File: src/hdl/rcmmm_pkg.sv
`default_nettype none
// ---------------------------------------------------------------------------
// rcmmm_pkg
// shared widths, codes and interface types of the min/max/mean block
// ---------------------------------------------------------------------------
package rcmmm_pkg;

	// sizing
	localparam int MAX_READINGS = 1024;
	localparam int DATA_W       = 12;
	localparam int CNT_W        = 11;
	localparam int SUM_W        = 23;
	localparam int MAG_W        = SUM_W - 1;
	localparam int DIV_STEPS    = MAG_W;
	localparam int STEP_W       = $clog2(DIV_STEPS);
	localparam int CFG_IDX_W    = 2;

	// status codes
	localparam logic [1:0] STAT_ACCEPT = 2'd0;
	localparam logic [1:0] STAT_RANGE  = 2'd1;
	localparam logic [1:0] STAT_FULL   = 2'd2;

	// register indexes
	localparam logic [CFG_IDX_W-1:0] REG_LOW_LIMIT  = 2'd0;
	localparam logic [CFG_IDX_W-1:0] REG_HIGH_LIMIT = 2'd1;
	localparam logic [CFG_IDX_W-1:0] REG_CAPACITY   = 2'd2;

	// reset values
	localparam logic signed [DATA_W-1:0] LOW_LIMIT_RST  = -12'sd500;
	localparam logic signed [DATA_W-1:0] HIGH_LIMIT_RST = 12'sd600;
	localparam logic [CNT_W-1:0]         CAPACITY_RST   = 11'd1024;

	typedef struct packed {
		logic start;
		logic neg;
	} div_ctl_t;

	typedef struct packed {
		logic busy;
		logic done;
	} div_sts_t;

endpackage
`default_nettype wire

File: src/hdl/rcmmm_div.sv
`default_nettype none
// ---------------------------------------------------------------------------
// rcmmm_div
// restoring bit-serial divider, one quotient bit per cycle, signed result
// ---------------------------------------------------------------------------
module rcmmm_div import rcmmm_pkg::*; (
	input  wire logic                     clk,
	input  wire logic                     arst_n,
	input  wire div_ctl_t                 ctl,
	input  wire logic [MAG_W-1:0]         dividend,
	input  wire logic [CNT_W-1:0]         divisor,
	output div_sts_t                      sts,
	output logic signed [DATA_W-1:0]      quotient
);

	logic [CNT_W-1:0]  rem_q;
	logic [MAG_W-1:0]  dvd_q;
	logic [CNT_W-1:0]  dsr_q;
	logic [STEP_W-1:0] cnt_q;
	logic              busy_q;
	logic              done_q;
	logic              neg_q;

	logic [CNT_W:0]    rem_sh;
	logic              ge;
	logic [CNT_W:0]    rem_nx;

	assign rem_sh = {rem_q, dvd_q[MAG_W-1]};
	assign ge     = rem_sh >= {1'b0, dsr_q};
	assign rem_nx = ge ? (rem_sh - {1'b0, dsr_q}) : rem_sh;

	always_ff @(posedge clk or negedge arst_n) begin
		if (!arst_n) begin
			busy_q <= 1'b0;
			done_q <= 1'b0;
			cnt_q  <= '0;
		end else begin
			done_q <= 1'b0;
			if (ctl.start) begin
				busy_q <= 1'b1;
				cnt_q  <= STEP_W'(DIV_STEPS - 1);
			end else if (busy_q) begin
				cnt_q <= cnt_q - 1'b1;
				if (cnt_q == '0) begin
					busy_q <= 1'b0;
					done_q <= 1'b1;
				end
			end
		end
	end

	// datapath, no reset needed
	always_ff @(posedge clk) begin
		if (ctl.start) begin
			rem_q <= '0;
			dvd_q <= dividend;
			dsr_q <= divisor;
			neg_q <= ctl.neg;
		end else if (busy_q) begin
			// remainder stays below the divisor, so the top bit drops
			rem_q <= rem_nx[CNT_W-1:0];
			dvd_q <= {dvd_q[MAG_W-2:0], ge};
		end
	end

	assign sts.busy = busy_q;
	assign sts.done = done_q;
	assign quotient = neg_q ? -$signed(dvd_q[DATA_W-1:0]) : $signed(dvd_q[DATA_W-1:0]);

endmodule
`default_nettype wire

File: src/hdl/range_checked_min_max_mean.sv
`default_nettype none
// ---------------------------------------------------------------------------
// range_checked_min_max_mean
// running count, mean, maximum and minimum of range-checked temperature words
// ---------------------------------------------------------------------------
// One input word carries a signed sample in tenths of a degree. It is checked
// against low_limit/high_limit (out of range gives status 1, checked first),
// then against the capacity, clipped to MAX_READINGS (full gives status 2);
// otherwise it is taken into the count, running sum, maximum and minimum
// (status 0). Every word returns one result word with the status and the
// statistics after it; the average is sum / count truncated toward zero, and
// all three statistics read zero while the count is zero. A word goes through
// these steps from one accept to the next: check and update, start the
// divider, the bit-serial divide (one quotient bit per cycle over the 22-bit
// sum magnitude), the divider's done flag, and the load of the output
// register, which waits while the register still holds an untaken result.
// With an empty log the divider is skipped. in_ready is high only while the
// sequencer is idle. The output register holds a finished result until taken,
// so the next word can enter meanwhile; a second result waits in the sequencer
// until the register frees up. Configuration writes are always taken
// (cfg_ready tied high); index 3 is ignored.
// ---------------------------------------------------------------------------
module range_checked_min_max_mean import rcmmm_pkg::*; (
	input  wire logic                        clk,
	input  wire logic                        arst_n,
	// input words
	input  wire logic                        in_valid,
	output logic                             in_ready,
	input  wire logic signed [DATA_W-1:0]    sample,
	// result words
	output logic                             out_valid,
	input  wire logic                        out_ready,
	output logic [1:0]                       status,
	output logic [CNT_W-1:0]                 sample_count,
	output logic signed [DATA_W-1:0]         average,
	output logic signed [DATA_W-1:0]         maximum,
	output logic signed [DATA_W-1:0]         minimum,
	// configuration writes
	input  wire logic                        cfg_valid,
	output logic                             cfg_ready,
	input  wire logic [CFG_IDX_W-1:0]        cfg_index,
	input  wire logic [CNT_W:0]              cfg_data
);

	// sequencer states
	localparam logic [1:0] S_IDLE  = 2'd0;
	localparam logic [1:0] S_START = 2'd1;
	localparam logic [1:0] S_DIV   = 2'd2;
	localparam logic [1:0] S_OUT   = 2'd3;

	logic [1:0] state_q;

	// configuration registers
	logic signed [DATA_W-1:0] low_q;
	logic signed [DATA_W-1:0] high_q;
	logic [CNT_W-1:0]         cap_q;

	// running statistics
	logic [CNT_W-1:0]         count_q;
	logic signed [SUM_W-1:0]  sum_q;
	logic signed [DATA_W-1:0] max_q;
	logic signed [DATA_W-1:0] min_q;

	// per-word working registers
	logic [1:0]               stat_q;
	logic signed [DATA_W-1:0] avg_q;

	// output register
	logic                     out_valid_q;
	logic [1:0]               out_stat_q;
	logic [CNT_W-1:0]         out_cnt_q;
	logic signed [DATA_W-1:0] out_avg_q;
	logic signed [DATA_W-1:0] out_max_q;
	logic signed [DATA_W-1:0] out_min_q;

	logic                     in_acc;
	logic                     in_range;
	logic [CNT_W-1:0]         eff_cap;
	logic                     log_full;
	logic [1:0]               stat_nx;
	logic                     out_load;
	logic [SUM_W-1:0]         sum_abs;

	div_ctl_t                 div_ctl;
	div_sts_t                 div_sts;
	logic signed [DATA_W-1:0] div_quot;

	assign cfg_ready = 1'b1;
	assign in_ready  = (state_q == S_IDLE);
	assign in_acc    = in_valid && in_ready;

	// range first, then capacity clipped to the storage limit
	assign in_range = (sample >= low_q) && (sample <= high_q);
	assign eff_cap  = (cap_q > CNT_W'(MAX_READINGS)) ? CNT_W'(MAX_READINGS) : cap_q;
	assign log_full = count_q >= eff_cap;

	always_comb begin
		if (!in_range) begin
			stat_nx = STAT_RANGE;
		end else if (log_full) begin
			stat_nx = STAT_FULL;
		end else begin
			stat_nx = STAT_ACCEPT;
		end
	end

	// configuration writes
	always_ff @(posedge clk or negedge arst_n) begin
		if (!arst_n) begin
			low_q  <= LOW_LIMIT_RST;
			high_q <= HIGH_LIMIT_RST;
			cap_q  <= CAPACITY_RST;
		end else if (cfg_valid && cfg_ready) begin
			unique case (cfg_index)
				REG_LOW_LIMIT:  low_q  <= $signed(cfg_data[DATA_W-1:0]);
				REG_HIGH_LIMIT: high_q <= $signed(cfg_data[DATA_W-1:0]);
				REG_CAPACITY:   cap_q  <= cfg_data[CNT_W-1:0];
				default: ;
			endcase
		end
	end

	// statistics update on an accepted sample
	always_ff @(posedge clk or negedge arst_n) begin
		if (!arst_n) begin
			count_q <= '0;
			sum_q   <= '0;
			max_q   <= '0;
			min_q   <= '0;
		end else if (in_acc && stat_nx == STAT_ACCEPT) begin
			count_q <= count_q + 1'b1;
			sum_q   <= sum_q + {{(SUM_W-DATA_W){sample[DATA_W-1]}}, sample};
			// first sample seeds both extremes
			if (count_q == '0) begin
				max_q <= sample;
				min_q <= sample;
			end else begin
				if (sample > max_q) begin
					max_q <= sample;
				end
				if (sample < min_q) begin
					min_q <= sample;
				end
			end
		end
	end

	// divider is fed the magnitude of the sum; the sign is put back afterwards
	assign sum_abs       = sum_q[SUM_W-1] ? -sum_q : sum_q;
	assign div_ctl.start = (state_q == S_START) && (count_q != '0);
	assign div_ctl.neg   = sum_q[SUM_W-1];

	rcmmm_div u_div (
		.clk      (clk),
		.arst_n   (arst_n),
		.ctl      (div_ctl),
		.dividend (sum_abs[MAG_W-1:0]),
		.divisor  (count_q),
		.sts      (div_sts),
		.quotient (div_quot)
	);

	// output register may still hold an untaken result
	assign out_load = (state_q == S_OUT) && (!out_valid_q || out_ready);

	// sequencer
	always_ff @(posedge clk or negedge arst_n) begin
		if (!arst_n) begin
			state_q <= S_IDLE;
		end else begin
			unique case (state_q)
				S_IDLE: begin
					if (in_acc) begin
						state_q <= S_START;
					end
				end
				S_START: begin
					// empty log skips the divide
					state_q <= (count_q == '0) ? S_OUT : S_DIV;
				end
				S_DIV: begin
					if (div_sts.done) begin
						state_q <= S_OUT;
					end
				end
				S_OUT: begin
					if (out_load) begin
						state_q <= S_IDLE;
					end
				end
				default: state_q <= S_IDLE;
			endcase
		end
	end

	// working registers
	always_ff @(posedge clk) begin
		if (in_acc) begin
			stat_q <= stat_nx;
		end
		if (state_q == S_START) begin
			avg_q <= '0;
		end else if (state_q == S_DIV && div_sts.done) begin
			avg_q <= div_quot;
		end
	end

	// output word
	always_ff @(posedge clk or negedge arst_n) begin
		if (!arst_n) begin
			out_valid_q <= 1'b0;
		end else if (out_load) begin
			out_valid_q <= 1'b1;
		end else if (out_ready) begin
			out_valid_q <= 1'b0;
		end
	end

	always_ff @(posedge clk) begin
		if (out_load) begin
			out_stat_q <= stat_q;
			out_cnt_q  <= count_q;
			out_avg_q  <= avg_q;
			out_max_q  <= max_q;
			out_min_q  <= min_q;
		end
	end

	assign out_valid    = out_valid_q;
	assign status       = out_stat_q;
	assign sample_count = out_cnt_q;
	assign average      = out_avg_q;
	assign maximum      = out_max_q;
	assign minimum      = out_min_q;

endmodule
`default_nettype wire

File: config.mk
export PLATFORM = sky130hd
export DESIGN_NAME = range_checked_min_max_mean
export DESIGN_NICKNAME = d
export VERILOG_FILES = /design/src/hdl/rcmmm_pkg.sv /design/src/hdl/rcmmm_div.sv /design/src/hdl/range_checked_min_max_mean.sv
export SDC_FILE = /design/constraint.sdc
export NUM_CORES = 1
export LEC_CHECK = 0
export ABC_AREA = 1
export ABC_CLOCK_PERIOD_IN_PS = 3300
export BUFFER_PORTS_ARGS = -buffer_cell sky130_fd_sc_hd__buf_2
export CORE_MARGIN = 5
export CORE_UTILIZATION = 45
export CTS_CLUSTER_DIAMETER = 60
export DETAILED_ROUTE_END_ITERATION = 12
export PLACE_DENSITY = 0.7
export SLEW_MARGIN = 20
export SYNTH_ARGS = -nofsm -noshare
export SYNTH_HDL_FRONTEND = slang
export SYNTH_HIERARCHICAL = 1
export SYNTH_SLANG_ARGS = --single-unit
File: constraint.sdc
create_clock -name clk -period 3.3 [get_ports clk]
set_clock_uncertainty 0.2 [all_clocks]
set_input_delay 0 -clock clk [delete_from_list [all_inputs] [get_ports clk]]
set_output_delay 0 -clock clk [all_outputs]
set_load 0.01 [all_outputs]
==> impl_metrics.tcl, run 1 <==
set metrics [dict create \
    status "completed" \
    area_growth_pct 15.13 \
    critPathKind "reg -> reg" \
    layout_commonest_cell "nand2_1" \
    setup_viol 0 \
    syn_inst 1525 \
    wl_per_cell_um 14.17 \
    grt_pass1_wl_um 48540 \
    row_count 61 \
    drc_errors 0 \
    worstSetupStartpoint "cap_q[6]" \
    overflow 0 \
    cap_viol_max_count 0 \
    finalCritPeriodShare_pct 90.57 \
    path_max_fanout 15 \
    pwr-share-comb_pct 10.9 \
    r2r_end "max_q[3]" \
    rsz0062_at_grt "false" \
    place_area_sq_um 13450 \
    r2r_cells 15 \
    total_power_mw 6.161 \
    drt_iter0_markers 614 \
    clkTransAtPathRegs_ns 0.06 \
    cp-endpoint "max_q[3]" \
    io_buffers 81 \
    reg2reg_slack_ns 0.31 \
    place.gp.congestion 0.9030 \
    cts.path.max_buffers 3 \
    hold_class "in -> reg" \
    die-area_sq_um 31670 \
    p_leak_nw 6.964 \
    final_core_util_pct 52.47 \
    die_x_um 178.0 \
    die_h_um 178.0 \
    synth.avg_cell_area_sq_um 8.325 \
    diodes 0 \
    core-area_sq_um 27860 \
    crit_path_start_kind "register" \
    timing.final.max_slew_violations 0 \
    final_cell_mix "nand2_1 (398), inv_1 (212), nor2_1 (113), ha_1 (101), dfrtp_1 (93)" \
    initial_core_util_pct 45.57 \
    crit_path_end_kind "register" \
    fmax_mhz 334.6 \
    intPower_mw 4.624 \
    grt_max_degree 71 \
    htree_levels 1 \
    crit_required_ns 3.57 \
    setup_ws_ns 0.3113 \
    clock_latency_ns 0.53 \
    syn_nets 1659 \
    critPathArrivalTime_ns 3.25 \
    finalHoldViolations 0 \
    drive_gt1_share_pct 12.61 \
    design_area_sq_um 14620 \
    swShare_pct 24.94 \
    vias 10250 \
    cts-root-buf "clkbuf_16" \
    slew-limit-headroom_pct 41.74 \
    hpwl_um 21330 \
    yosysWarnings 6 \
    fin_nets 1773 \
    track_usage_pct 18.60 \
    antenna_found_initial 0 \
    fin_setup_tns_ns 0 \
    drtPass1Iterations 5 \
    p_per_area_nw_per_um2 421.5 \
    io_pins 83 \
    vdd_ir_drop_max_mv 0.3357 \
    cts_num_sinks 211 \
    grt_pass1_vias 9851 \
    cts_inserted_buffers 25 \
    place_ws_ns 0.1586 \
    worstReg2RegStart "cap_q[6]" \
    clkPwrFrac_pct 43.0 \
    worst_slew_pin_slew_ns 0.8730 \
    final.min_clock_period_ns 2.989 \
    cts_tree "built" \
    p_seq_share_pct 46.1 \
    avgViaCountPerCell 5.034 \
    synth_area_sq_um 12700 \
    ant_nets 0 \
    finalWirelength_um 28860 \
    switchingPower_mw 1.536 \
]
[flip-flops by register name, indices dropped and copies added, names as in the netlist, 5 cells and up]
| register | cells |
|---|---|
| sum_q | 23 |
| u_div/dvd_q | 22 |
| average | 12 |
| avg_q | 12 |
| high_q | 12 |
| low_q | 12 |
| max_q | 12 |
| maximum | 12 |
| min_q | 12 |
| minimum | 12 |
| cap_q | 11 |
| count_q | 11 |
| sample_count | 11 |
| u_div/dsr_q | 11 |
| u_div/rem_q | 11 |
| u_div/cnt_q | 5 |
[critical path, stage by stage (launching register included)]
cell,delay [ns]
dfrtp_1,0.41
nor4_2,0.27
a21oi_1,0.12
inv_2,0.13
nand2_1,0.07
ha_1,0.31
a21oi_1,0.16
o21ai_0,0.11
nand2_1,0.07
nand3_1,0.05
or2_2,0.34
nor2_8,0.14
buf_12,0.14
buf_4,0.20
nand4_1,0.11
nand2_1,0.09
[repair_timing]
action                                 4_1_cts  5_1_grt
resized for setup                            0        4
endpoints found under the hold margin      180        0
hold buffers                                31        0
setup endpoints to repair                    0       58
buffers inserted                             0        3
[power by group through the flow]
stage | Combinational [mW] | Clock (mW) | Sequential [mW]
finish | 0.671 | 2.65 | 2.84
global route | 0.767 | 2.82 | 2.85
CTS | 0.638 | 2.73 | 2.84
detailed placement | 0.601 | 0 | 2.89
global placement | 0.580 | 0 | 2.88
floorplan | 0.446 | 0 | 2.88
[how the worst min path moves through the flow]
stage,start,endpoint,slack (ns),cells past startpoint
2_1_floorplan,arst_n,cap_q[0],-0.50,0
3_3_place_gp,arst_n,sum_q[18],-0.22,1
3_5_place_dp,arst_n,sum_q[20],-0.22,1
4_1_cts,cfg_index[0],cap_q[5],0.02,5
5_1_grt,cfg_index[0],cap_q[6],0.13,4
6_report,cfg_index[0],cap_q[5],0.04,5
[stage by stage]
stage	hold WS [ns]	cells
global route	0.1319	2036
floorplan	-0.4956	1525
CTS	0.01649	2033
detailed placement	-0.2190	1956
finish	0.03850	2036
global placement	-0.2186	1956
[layer usage]
metal | GRT usage, % | wire length (um)
met1 | 25.82 | 13230
met2 | 30.63 | 13200
met3 | 2.620 | 1734
met4 | 5.027 | 694
met5 | 0 | 0
[final cells by class]
class	instances	area, sq um
clock buffer	31	648.1
clock inverter	15	143.9
fill	2587	13240
inverter	216	810.8
multi-input combinational	1056	6032
sequential	211	5603
tap	378	473.0
timing repair buffer	129	905.9
No activity file was read; power rests on OpenSTA's default activity.
==> run 2, diff against run 1 <==
--- a/config.mk
+++ b/config.mk
@@ -16,5 +16,4 @@
 export SLEW_MARGIN = 20
 export SYNTH_ARGS = -nofsm -noshare
 export SYNTH_HDL_FRONTEND = slang
-export SYNTH_HIERARCHICAL = 1
 export SYNTH_SLANG_ARGS = --single-unit
==> run 2 against run 1 <==
  * Critical path depth down 1
  * Sequential cell count is the same
  * Design area shrank 2.9%
  * Sequential share of layout area increased by 1.2 points
  * Synthesized cell count shrank 5.7%
  * Final cell count decreased by 6.0%
  * First-iteration DRC count up 9.1%
  * Synthesized area shrank 3.5%
  * Register-to-register slack gained 0.08 ns
  * Non-clock buffer count fell by 4
  * Critical path type unchanged
  * Largest cell class unchanged
==> impl_metrics.tcl, run 2 <==
set metrics [dict create \
    grt_max_degree 58 \
    final.min_clock_period_ns 2.906 \
    rsz0062_at_grt "false" \
    cts_num_sinks 211 \
    crit_required_ns 3.52 \
    p_seq_share_pct 45.2 \
    seq_area_frac_synth_pct 45.75 \
    vdd_ir_drop_max_mv 0.4147 \
    drtPass1Iterations 5 \
    ant_nets 0 \
    antenna_found_initial 0 \
    slowest_delay_ns 0.39 \
    cts_tree "built" \
    r2r_cells 14 \
    largest_register "sum_q" \
    cp-endpoint "min_q[8]" \
    fin_nets 1687 \
    vias 10040 \
    largest_reg_flops 23 \
    hpwl_um 21600 \
    initial_core_util_pct 45.56 \
    die_h_um 175.0 \
    ys_ff_latch 211 \
    syn_inst 1438 \
    synth_edf_count 85 \
    io_pins 83 \
    clkTransAtPathRegs_ns 0.06 \
    timing.final.max_slew_violations 0 \
    synthTopCellsByCount "nand2_1 (381), inv_1 (175), ha_1 (101), dfrtp_1 (93), o21ai_0 (89)" \
    crit_path_start_kind "register" \
    syn_nets 1572 \
    use_met3_pct 2.921 \
    setup_ws_ns 0.3943 \
    worstReg2RegStart "cap_q[6]" \
    worstHoldStart "cfg_valid" \
    grt_pass1_wl_um 48180 \
    crit_path_end_kind "register" \
    p_per_area_nw_per_um2 442.7 \
    swShare_pct 24.48 \
    track_usage_pct 18.89 \
    largestRegisters "sum_q (23), u_div.dvd_q (22)" \
    grt_pass1_vias 9618 \
    setup_viol 0 \
    yosysTopAreaCell "edfxtp_1" \
    slew-limit-headroom_pct 39.27 \
    r2r_end "min_q[8]" \
    fin_setup_tns_ns 0 \
    status "completed" \
    worstSetupStartpoint "cap_q[6]" \
    regArea_sq_um 5603 \
    yosysMostFrequentCell "nand2_1" \
    fmax_mhz 344.2 \
    wl_per_cell_um 15.21 \
    synth.avg_cell_area_sq_um 8.516 \
    drt_iter0_markers 670 \
    synth.area.top_cells "edfxtp_1 (21%), dfrtp_1 (19%), nand2_1 (12%)" \
    switchingPower_mw 1.537 \
    fill_cells 2458 \
    cap_viol_max_count 0 \
    area_growth_pct 15.86 \
    drive_gt1_share_pct 10.94 \
    synth_cell_types 52 \
    io_buffers 81 \
    die_x_um 175.0 \
    async_flop_share_pct 48.82 \
    critPathKind "reg -> reg" \
    cts.path.max_buffers 3 \
    p_leak_nw 6.766 \
    critPathArrivalTime_ns 3.13 \
    place.gp.congestion 0.9007 \
    clkPwrFrac_pct 45.2 \
    row_count 60 \
    layout_commonest_cell "nand2_1" \
    pwr-share-comb_pct 9.7 \
    intPower_mw 4.743 \
    place_ws_ns 0.3136 \
    core-area_sq_um 26880 \
    diodes 0 \
    use_met1_pct 26.79 \
    reg2reg_slack_ns 0.39 \
    hold_class "in -> reg" \
    worstPathCellList "nor4_1 -> a21oi_1 -> inv_1 -> nand2_1 -> ha_1 -> a21oi_1 -> nor2_1 -> a211oi_1 -> nand3_1 -> a21oi_4 -> buf_12 -> nand3_4 -> nand2_1 -> nand2_1" \
    worst_slew_pin_slew_ns 0.9099 \
    finalHoldViolations 0 \
    clock_latency_ns 0.53 \
    crit_slowest_cell "dfrtp_1" \
    synth_flop_cell "dfrtp_1" \
    final_cell_mix "nand2_1 (381), inv_1 (175), ha_1 (101), dfrtp_1 (93), o21ai_0 (89)" \
    multiInputGateArea_sq_um 5764 \
    avgViaCountPerCell 5.247 \
    finalWirelength_um 29090 \
    htree_levels 1 \
    worst_path_most_repeated_cell "nand2_1" \
    path_max_fanout 26 \
    use_met2_pct 30.12 \
    yosysTopAreaCellShare_pct 20.84 \
    finalCritPeriodShare_pct 88.05 \
    overflow 0 \
    synth_area_sq_um 12250 \
    drc_errors 0 \
    cts_inserted_buffers 25 \
    die-area_sq_um 30610 \
    cts-root-buf "clkbuf_16" \
    grt-busiest-layer "met2" \
    yosysWarnings 0 \
]
run 2: how the worst min path moves through the flow:
| stage | end | depth (start not counted) |
|---|---|---|
| finish | high_q[6] | 3 |
| global placement | high_q[10] | 1 |
| detailed placement | high_q[10] | 1 |
| global route | low_q[11] | 4 |
| floorplan | cap_q[0] | 0 |
| CTS | high_q[9] | 3 |
run 2: per-layer routing:
metal	part of all wire, %	vias up
met5	0	-
met4	2.6	0
met3	5.6	44
met2	45	254
met1	47	4705
li1	-	5035
run 2: logic make-up (layout without fill, tap and decap cells):
group	Yosys count	count (layout)	share of synthesized area [%]
AO/OA/AOI/OAI	230	230	10.47
XOR/XNOR	55	55	3.934
adder cells (fa/ha/maj)	103	103	10.65
buffers and inverters	216	350	7.326
flip-flops	211	211	45.75
other	1	1	0.03062
AND/OR/NAND/NOR	622	622	21.84
run 2: metrics by stage:
step	instances	utilization [%]	instance area [sq um]	power, mW	hold WS [ns]
after floorplan	1438	-	12250	3.266	-0.4956
after global placement	1838	48.41	13010	3.441	-0.06505
after detailed placement	1838	48.41	13010	3.465	-0.06148
after CTS	1913	52.77	14180	6.342	0.03196
after global routing	1913	52.79	14190	6.565	0.1025
final	1913	52.79	14190	6.280	0.05069
run 2: power by group through the flow:
stage	clock network [mW]	registers [mW]	logic [mW]
detailed placement	0	2.89	0.578
finish	2.84	2.84	0.607
floorplan	0	2.88	0.390
global route	3.02	2.84	0.702
global placement	0	2.88	0.557
CTS	2.90	2.84	0.611
run 2: worst max-delay path, delay by kind of cell, from the launching register on:
| kind | cells | cell delay [ns] |
|---|---|---|
| buf+inv | 2 | 0.40 |
| simple gates | 7 | 0.89 |
| fa+ha+maj | 1 | 0.31 |
| compound gates | 4 | 0.61 |
| flops | 1 | 0.39 |
run 2: layout make-up:
| class | instances | area share (%) |
|---|---|---|
| inverters | 179 | 4.736 |
| flip-flops and latches | 211 | 39.49 |
| clock inverters | 10 | 0.9613 |
| clock buffers | 36 | 5.133 |
| multi-input cells | 1011 | 40.63 |
| well taps | 341 | 3.007 |
| repair buffers | 125 | 6.041 |
run 2: repair_timing:
| action | 4_1_cts | 5_1_grt |
|---|---|---|
| resized for setup | 0 | 1 |
| endpoints found under the hold margin | 175 | 0 |
| hold buffers | 29 | 0 |
| buffers inserted | 0 | 0 |
| endpoints found under the setup margin | 0 | 2 |
